<file path="src/rtl/core/dq_pkg.sv">
// Shared constants, operation and status codes, and step struct for the
// double-ended queue. No dependencies.
package dq_pkg;

   // ring depth, power of two (pointers wrap by truncation)
   localparam int DEPTH        = 64;
   localparam int ADDR_WIDTH   = $clog2(DEPTH);
   localparam int COUNT_WIDTH  = ADDR_WIDTH + 1;
   localparam int DATA_WIDTH   = 32;
   localparam int FUNC_WIDTH   = 3;
   localparam int KEEP_WIDTH   = 7;
   localparam int STATUS_WIDTH = 2;

   localparam logic [FUNC_WIDTH-1:0] FN_PUSH_BACK  = 3'd0;
   localparam logic [FUNC_WIDTH-1:0] FN_PUSH_FRONT = 3'd1;
   localparam logic [FUNC_WIDTH-1:0] FN_POP_BACK   = 3'd2;
   localparam logic [FUNC_WIDTH-1:0] FN_POP_FRONT  = 3'd3;
   localparam logic [FUNC_WIDTH-1:0] FN_TRIM_FRONT = 3'd4;
   localparam logic [FUNC_WIDTH-1:0] FN_TRIM_BACK  = 3'd5;

   localparam logic [STATUS_WIDTH-1:0] ST_DONE  = 2'd0;
   localparam logic [STATUS_WIDTH-1:0] ST_FULL  = 2'd1;
   localparam logic [STATUS_WIDTH-1:0] ST_EMPTY = 2'd2;

   // word layouts
   localparam int REQ_DATA_WIDTH = 40;
   localparam int RSP_DATA_WIDTH = 80;
   localparam int RSP_COUNT_LSB  = 0;
   localparam int RSP_EMPTY_BIT  = RSP_COUNT_LSB + COUNT_WIDTH;
   localparam int RSP_FRONT_LSB  = RSP_EMPTY_BIT + 1;
   localparam int RSP_BACK_LSB   = RSP_FRONT_LSB + DATA_WIDTH;
   localparam int RSP_STATUS_LSB = RSP_BACK_LSB + DATA_WIDTH;
   localparam int RSP_USED_BITS  = RSP_STATUS_LSB + STATUS_WIDTH;

   typedef struct packed {
      logic                    wr_en;
      logic [ADDR_WIDTH-1:0]   wr_addr;
      logic [ADDR_WIDTH-1:0]   front_addr;
      logic [ADDR_WIDTH-1:0]   back_addr;
      logic [COUNT_WIDTH-1:0]  count;
      logic [STATUS_WIDTH-1:0] status;
   } dq_step_type;

endpackage

</file>
<file path="src/rtl/core/dq_ctrl.sv">
// Head pointer and count registers with the per-operation next-state logic.
// Depends on dq_pkg.
module dq_ctrl (
   input  logic                             clock,
   input  logic                             reset,
   input  logic                             advance,
   input  logic [dq_pkg::FUNC_WIDTH-1:0]    func,
   input  logic [dq_pkg::KEEP_WIDTH-1:0]    keep_count,
   output dq_pkg::dq_step_type              step
);

   logic [dq_pkg::ADDR_WIDTH-1:0]   head_ff, head_in;
   logic [dq_pkg::COUNT_WIDTH-1:0]  count_ff, count_in;
   logic                            full, empty;
   logic                            wr_en;
   logic [dq_pkg::ADDR_WIDTH-1:0]   wr_addr;
   logic [dq_pkg::STATUS_WIDTH-1:0] status;

   assign full  = (count_ff == dq_pkg::COUNT_WIDTH'(dq_pkg::DEPTH));
   assign empty = (count_ff == '0);

   always_comb begin
      head_in  = head_ff;
      count_in = count_ff;
      wr_en    = 1'b0;
      wr_addr  = head_ff + count_ff[dq_pkg::ADDR_WIDTH-1:0];
      status   = dq_pkg::ST_DONE;
      unique case (func)
         dq_pkg::FN_PUSH_BACK: begin
            if (full) begin
               status = dq_pkg::ST_FULL;
            end else begin
               wr_en    = 1'b1;
               count_in = count_ff + dq_pkg::COUNT_WIDTH'(1);
            end
         end
         dq_pkg::FN_PUSH_FRONT: begin
            if (full) begin
               status = dq_pkg::ST_FULL;
            end else begin
               head_in  = head_ff - dq_pkg::ADDR_WIDTH'(1);
               wr_en    = 1'b1;
               wr_addr  = head_ff - dq_pkg::ADDR_WIDTH'(1);
               count_in = count_ff + dq_pkg::COUNT_WIDTH'(1);
            end
         end
         dq_pkg::FN_POP_BACK: begin
            if (empty) begin
               status = dq_pkg::ST_EMPTY;
            end else begin
               count_in = count_ff - dq_pkg::COUNT_WIDTH'(1);
            end
         end
         dq_pkg::FN_POP_FRONT: begin
            if (empty) begin
               status = dq_pkg::ST_EMPTY;
            end else begin
               head_in  = head_ff + dq_pkg::ADDR_WIDTH'(1);
               count_in = count_ff - dq_pkg::COUNT_WIDTH'(1);
            end
         end
         dq_pkg::FN_TRIM_FRONT: begin
            if (count_ff > keep_count) begin
               head_in  = head_ff + dq_pkg::ADDR_WIDTH'(count_ff - keep_count);
               count_in = keep_count;
            end
         end
         dq_pkg::FN_TRIM_BACK: begin
            if (count_ff > keep_count) begin
               count_in = keep_count;
            end
         end
         default: begin
         end
      endcase
   end

   always_ff @(posedge clock) begin
      if (reset) begin
         head_ff  <= '0;
         count_ff <= '0;
      end else if (advance) begin
         head_ff  <= head_in;
         count_ff <= count_in;
      end
   end

   assign step.wr_en      = wr_en;
   assign step.wr_addr    = wr_addr;
   assign step.front_addr = head_in;
   assign step.back_addr  = head_in
                          + dq_pkg::ADDR_WIDTH'(count_in - dq_pkg::COUNT_WIDTH'(1));
   assign step.count      = count_in;
   assign step.status     = status;

endmodule

</file>
<file path="src/rtl/core/dq_ram.sv">
// Entry store: one write port, two registered read ports (old data on collision).
// Depends on dq_pkg.
module dq_ram (
   input  logic                           clock,
   input  logic                           wr_en,
   input  logic [dq_pkg::ADDR_WIDTH-1:0]  wr_addr,
   input  logic [dq_pkg::DATA_WIDTH-1:0]  wr_data,
   input  logic                           rd_en,
   input  logic [dq_pkg::ADDR_WIDTH-1:0]  rd_addr_a,
   input  logic [dq_pkg::ADDR_WIDTH-1:0]  rd_addr_b,
   output logic [dq_pkg::DATA_WIDTH-1:0]  rd_data_a,
   output logic [dq_pkg::DATA_WIDTH-1:0]  rd_data_b
);

   logic [dq_pkg::DATA_WIDTH-1:0] mem [dq_pkg::DEPTH];
   logic [dq_pkg::DATA_WIDTH-1:0] rd_a_ff, rd_b_ff;

   always_ff @(posedge clock) begin
      if (wr_en) begin
         mem[wr_addr] <= wr_data;
      end
   end

   always_ff @(posedge clock) begin
      if (rd_en) begin
         rd_a_ff <= mem[rd_addr_a];
         rd_b_ff <= mem[rd_addr_b];
      end
   end

   assign rd_data_a = rd_a_ff;
   assign rd_data_b = rd_b_ff;

endmodule

</file>
<file path="src/rtl/core/dq_rsp.sv">
// Result register: count, status, write-bypass flags and output word assembly.
// Depends on dq_pkg.
module dq_rsp (
   input  logic                                clock,
   input  logic                                reset,
   input  logic                                advance,
   input  dq_pkg::dq_step_type                 step,
   input  logic [dq_pkg::DATA_WIDTH-1:0]       push_value,
   input  logic [dq_pkg::DATA_WIDTH-1:0]       rd_front,
   input  logic [dq_pkg::DATA_WIDTH-1:0]       rd_back,
   output logic                                ready,
   output logic                                rsp_tvalid,
   input  logic                                rsp_tready,
   output logic [dq_pkg::RSP_DATA_WIDTH-1:0]   rsp_tdata
);

   logic                             valid_ff, valid_in;
   logic [dq_pkg::COUNT_WIDTH-1:0]   count_ff;
   logic [dq_pkg::STATUS_WIDTH-1:0]  status_ff;
   logic                             byp_front_ff, byp_back_ff;
   logic [dq_pkg::DATA_WIDTH-1:0]    push_ff;
   logic                             is_empty;
   logic [dq_pkg::DATA_WIDTH-1:0]    front_value, back_value;

   assign ready    = !valid_ff || rsp_tready;
   assign valid_in = advance || (valid_ff && !rsp_tready);

   always_ff @(posedge clock) begin
      if (reset) begin
         valid_ff <= 1'b0;
      end else begin
         valid_ff <= valid_in;
      end
   end

   always_ff @(posedge clock) begin
      if (advance) begin
         count_ff     <= step.count;
         status_ff    <= step.status;
         byp_front_ff <= step.wr_en && (step.wr_addr == step.front_addr);
         byp_back_ff  <= step.wr_en && (step.wr_addr == step.back_addr);
         push_ff      <= push_value;
      end
   end

   // same-cycle write lands after the read, so take the pushed word directly
   assign is_empty    = (count_ff == '0);
   assign front_value = is_empty ? '0 : (byp_front_ff ? push_ff : rd_front);
   assign back_value  = is_empty ? '0 : (byp_back_ff ? push_ff : rd_back);

   assign rsp_tvalid = valid_ff;
   assign rsp_tdata  = {(dq_pkg::RSP_DATA_WIDTH - dq_pkg::RSP_USED_BITS)'(0),
                        status_ff, back_value, front_value, is_empty, count_ff};

endmodule

</file>
<file path="src/rtl/core/double_ended_queue.sv">
// Bounded double-ended queue, top level.
// Depends on dq_pkg, dq_ctrl, dq_ram and dq_rsp.
//
// Request channel (req_): one word per operation; req_tuser carries the
// operation (push back, push front, pop back, pop front, trim front, trim
// back), req_tdata the pushed value and the kept count for trims.
// Response channel (rsp_): exactly one word per request, in order, with
// the count, the empty flag, front and back values (zero when empty) and
// a status: done, push refused because full, or pop refused because empty.
// Latency: the response is valid in the cycle after the request is taken.
// Throughput: one operation per cycle while responses are taken; the head/count
// update, the store write and the two registered reads of the new front and
// back all happen at the same clock edge.
// Stall: while a response waits on rsp_tready it holds steady and
// req_tready drops, so nothing is lost; it rises again as the word leaves.
// Reset empties the queue (head and count cleared, no response pending);
// the store itself is not cleared, unwritten slots are never shown.
module double_ended_queue (
   input  logic                                clock,
   input  logic                                reset,
   input  logic                                req_tvalid,
   output logic                                req_tready,
   // [31:0] push_value, [38:32] keep_count, [39] zero
   input  logic [dq_pkg::REQ_DATA_WIDTH-1:0]   req_tdata,
   // [2:0] func
   input  logic [dq_pkg::FUNC_WIDTH-1:0]       req_tuser,
   output logic                                rsp_tvalid,
   input  logic                                rsp_tready,
   // [6:0] entry_count, [7] is_empty, [39:8] front_value, [71:40] back_value,
   // [73:72] status, [79:74] zero
   output logic [dq_pkg::RSP_DATA_WIDTH-1:0]   rsp_tdata
);

   logic                            ready;
   logic                            advance;
   logic [dq_pkg::DATA_WIDTH-1:0]   push_value;
   logic [dq_pkg::KEEP_WIDTH-1:0]   keep_count;
   dq_pkg::dq_step_type             step;
   logic [dq_pkg::DATA_WIDTH-1:0]   rd_front, rd_back;

   assign push_value = req_tdata[dq_pkg::DATA_WIDTH-1:0];
   assign keep_count = req_tdata[dq_pkg::DATA_WIDTH +: dq_pkg::KEEP_WIDTH];
   assign req_tready = ready;
   assign advance    = req_tvalid && ready;

   dq_ctrl u_ctrl (
      .clock      (clock),
      .reset      (reset),
      .advance    (advance),
      .func       (req_tuser),
      .keep_count (keep_count),
      .step       (step)
   );

   dq_ram u_ram (
      .clock     (clock),
      .wr_en     (advance && step.wr_en),
      .wr_addr   (step.wr_addr),
      .wr_data   (push_value),
      .rd_en     (advance),
      .rd_addr_a (step.front_addr),
      .rd_addr_b (step.back_addr),
      .rd_data_a (rd_front),
      .rd_data_b (rd_back)
   );

   dq_rsp u_rsp (
      .clock      (clock),
      .reset      (reset),
      .advance    (advance),
      .step       (step),
      .push_value (push_value),
      .rd_front   (rd_front),
      .rd_back    (rd_back),
      .ready      (ready),
      .rsp_tvalid (rsp_tvalid),
      .rsp_tready (rsp_tready),
      .rsp_tdata  (rsp_tdata)
   );

endmodule

</file>
<file path="config.mk">
export PLATFORM = sky130hd
export DESIGN_NAME = double_ended_queue
export DESIGN_NICKNAME = d
export VERILOG_FILES = /design/src/rtl/core/dq_pkg.sv /design/src/rtl/core/dq_ctrl.sv /design/src/rtl/core/dq_ram.sv /design/src/rtl/core/dq_rsp.sv /design/src/rtl/core/double_ended_queue.sv
export SDC_FILE = /design/constraint.sdc
export NUM_CORES = 2
export LEC_CHECK = 0
export BUFFER_PORTS_ARGS = -buffer_cell sky130_fd_sc_hd__buf_2
export CAP_MARGIN = 0
export CORE_ASPECT_RATIO = 0.7
export CORE_MARGIN = 4
export CORE_UTILIZATION = 45
export DETAILED_ROUTE_END_ITERATION = 16
export GPL_ROUTABILITY_DRIVEN = 0
export GPL_TIMING_DRIVEN = 1
export PLACE_DENSITY = 0.68
export RECOVER_POWER = 50
export SLEW_MARGIN = 20
export SYNTH_ARGS = -nofsm -noshare
export SYNTH_HDL_FRONTEND = slang
export SYNTH_SLANG_ARGS = --single-unit
export TNS_END_PERCENT = 20
</file>
<file path="constraint.sdc">
create_clock -name clock -period 5.61 [get_ports clock]
set_input_delay 0.561 -clock clock [delete_from_list [all_inputs] [get_ports clock]]
set_output_delay 0.561 -clock clock [all_outputs]
set_load 0.02 [all_outputs]
</file>
==> results.ini <==
[place]
dpl_cell_area_um2=108000
place_ws_ps=-96.7
dp_hpwl_um=204000
io_buffers=121

[worst_setup_path]
reg2reg_slack_ps=110
critPathMaxStageDelay_ps=1010
crit_type=reg2reg
cp.arrival_ps=6090
critPathSlowestCell=fa_4
cp_max_fo=14
cp-end-kind=flop
crit_start=u_ctrl.count_ff[1]
cp_cell_sequence=inv_1 -> ha_2 -> or3b_1 -> buf_4 -> or3_1 -> o21ai_0 -> o22ai_1 -> a31oi_1 -> a31o_2 -> inv_1 -> ha_1 -> fa_4 -> buf_12 -> buf_12 -> mux4_2 -> mux4_2
cp-start-kind=flop
crit_buf_inv=5
worstPathRequired_ps=6200
rr_endpoint=u_ram.rd_data_b[5]
cpLargestDelayFamily=adder cells
ff2ff_path_depth=16
rr_startpoint=u_ctrl.count_ff[1]

[pwr]
cellLeakagePower_nw=35.9
power_mw=49.3
seqPwrFrac_pct=37.6
p_clk_share_pct=27.6
peakVddDrop_uv=346
p_sw_share_pct=31.1
combPwrFrac_pct=34.8
p_int_mw=33.9
cellPowerDensity_nw_per_um2=430
switchingPower_mw=15.3

[cts]
numClockSinks=2169
numCtsBuffers=205
cts_max_level=4
clock_path_buffers=4
worstSkewPairLatency_ps=870
root_buffer=clkbuf_16
cts.clk_slew.worst_paths_ps=70
cts_tree=built

[sta]
min_period_ps=5500
rsz0062_at_grt=false
report.final.slew_viol_count=2186
max_slew_margin_pct=-99.1
skew_ps=47.1
fin_crit_sh_pct=98.0
setup_violations=0
hold_slack_ps=77.3
max_clock_freq_mhz=182
fin_ws_ps=114
worst_slew_pin_slew_ps=2990
finalHoldViolations=0

[hold_path]
min_from=rsp_tready
hold_path_depth=3
hp-class=in2reg
hold_end=u_rsp.rsp_tvalid

[detailed_routing]
num_vias=63400
final_antenna_net_count=0
routed_wl_um=342000
wl_per_cell_um=38.3
drt-pass1-iter-count=8
drt-initial-drc-count=11100
drc=0
via_per_inst=7.09

[layout]
mostFrequentLayoutCell=edfxtp_1
layout_common_cells=2155 x edfxtp_1, 928 x mux4_2, 412 x nand2_1
fin_nets=5850
drive_above_1_share_pct=29.6
area_growth_pct=13.4
finalInstanceArea_um2=115000
postLayoutCoreUtil_pct=51.4

[status]
run_status=finished, violations left
violations=max-capacitance violations, max-slew violations

[global_route]
grt_overflow=0
grt_max_degree=149
antenna_found_initial=23
grt_pass1_vias=60400
grtUsageTotal_pct=28.9
grt_pass1_wl_um=474000

[synth]
async_flop_share_pct=0
ys_types=66
ys_ff_latch=2169
yosysWarningCount=0
synth_area_per_cell_um2=18.3
syn_area_um2=101000
syn_inst=5514
ys_seq_area_share_pct=64.3
synth_edf_count=2155
synth_top_flop_cell=edfxtp_1

[floorplan]
die_h_um=405
ios=129
die-area_um2=232000
num_rows=145
core_um2=223000
die_x_um=575
initial_core_util_pct=45.3

[job]
maxCapViolCount=34

-- metrics by stage --
step,cells,setup TNS (ps)
after floorplan,5519,-3.93
after CTS,8924,0
after detailed placement,8566,-494
after global routing,8929,0
after global placement,8566,-702
final,8939,0
-- power by group through the flow --
stage / registers, mW / clock network (mW) / logic, mW
CTS: 18.5 / 13.7 / 16.8
global route: 18.5 / 14.4 / 17.8
global placement: 18.8 / 0 / 16.6
finish: 18.5 / 13.6 / 17.1
detailed placement: 18.8 / 0 / 16.7
floorplan: 18.7 / 0 / 10.7
-- logic make-up (layout without fill, tap and decap cells) --
group | Yosys count | count (layout) | share of synthesized area, %
AO/OA/AOI/OAI | 901 | 901 | 6.88
XOR/XNOR | 34 | 34 | 0.308
adder cells (fa/ha/maj) | 38 | 38 | 0.522
buffers and inverters | 528 | 924 | 2.13
flip-flops | 2169 | 2169 | 64.3
multiplexers | 1191 | 1191 | 23.3
other | 1 | 17 | 0.00371
AND/OR/NAND/NOR | 652 | 652 | 2.61
-- state kept, by name, summed over array words and instances (netlist names) --
signal              flops
u_ctrl.count_ff         7
u_ctrl.head_ff          6
u_ram.mem            2048
u_ram.rd_data_a        32
u_ram.rd_data_b        32
u_rsp.byp_back_ff       1
u_rsp.byp_front_ff      1
u_rsp.count_ff          7
u_rsp.push_ff          32
u_rsp.rsp_tvalid        1
u_rsp.status_ff         2
-- worst max-delay path by stage --
stage                     cells past startpoint             endpoint
after floorplan                              18  u_ram.rd_data_b[18]
after global placement                       20   u_ram.rd_data_b[7]
after CTS                                    17   u_ram.rd_data_b[5]
after global routing                         15   u_ram.rd_data_b[7]
final                                        16   u_ram.rd_data_b[5]
after detailed placement                     20   u_ram.rd_data_b[5]
-- timing repair --
| item | CTS | global route |
|---|---|---|
| hold buffers | 1 | 0 |
| gates resized for setup | 0 | 3 |
| hold endpoints to repair | 1 | 0 |
| setup buffers | 0 | 2 |
| setup endpoints to repair | 0 | 17 |
-- synthesized netlist by cell type (4+ instances only) --
cell type	instances	share of area (%)
a2111o_1	32	0.36
a211oi_1	10	0.074
a21o_1	7	0.052
a21oi_1	287	1.4
a221o_1	193	1.9
a221oi_1	4	0.035
a22oi_1	129	0.96
a311oi_1	98	0.85
a31oi_1	4	0.025
a32o_1	65	0.64
and2_1	5	0.031
and3_1	4	0.025
buf_1	71	0.26
buf_2	89	0.44
buf_4	11	0.082
clkbuf_1	305	1.1
dfxtp_1	14	0.28
edfxtp_1	2155	64
fa_1	7	0.14
ha_1	31	0.38
inv_1	47	0.17
mux2i_1	262	2.6
mux4_2	928	21
nand2_1	412	1.5
nand2b_1	7	0.043
nand3_1	12	0.059
nand3b_1	4	0.030
nand4_1	5	0.031
nor2_1	167	0.62
nor3_1	10	0.049
nor4_1	6	0.037
o21ai_0	16	0.079
o221ai_1	33	0.29
o22ai_1	4	0.025
or3_1	4	0.025
xnor2_1	27	0.23
xor2_1	6	0.052
-- layout make-up --
class | count | area, µm²
Tap cell | 3013 | 3770
Clock buffer | 254 | 5370
Fill cell | 17600 | 109000
Inverter | 49 | 193
Antenna cell | 11 | 27.5
Sequential cell | 2169 | 65000
Clock inverter | 103 | 952
Timing Repair Buffer | 518 | 4800
Multi-Input combinational cell | 2822 | 34600
-- worst min-delay path, stage by stage --
cell and delay (ps):
buf_2 70, nand2b_1 150, a21oi_1 80
-- per-layer routing --
metal,GRT usage [%],wire [µm]
met1,41.5,127000
met4,10.2,13800
met3,11.2,56900
met2,40.3,145000
met5,0.310,137
Note: power is estimated with default switching activity, not from simulation.
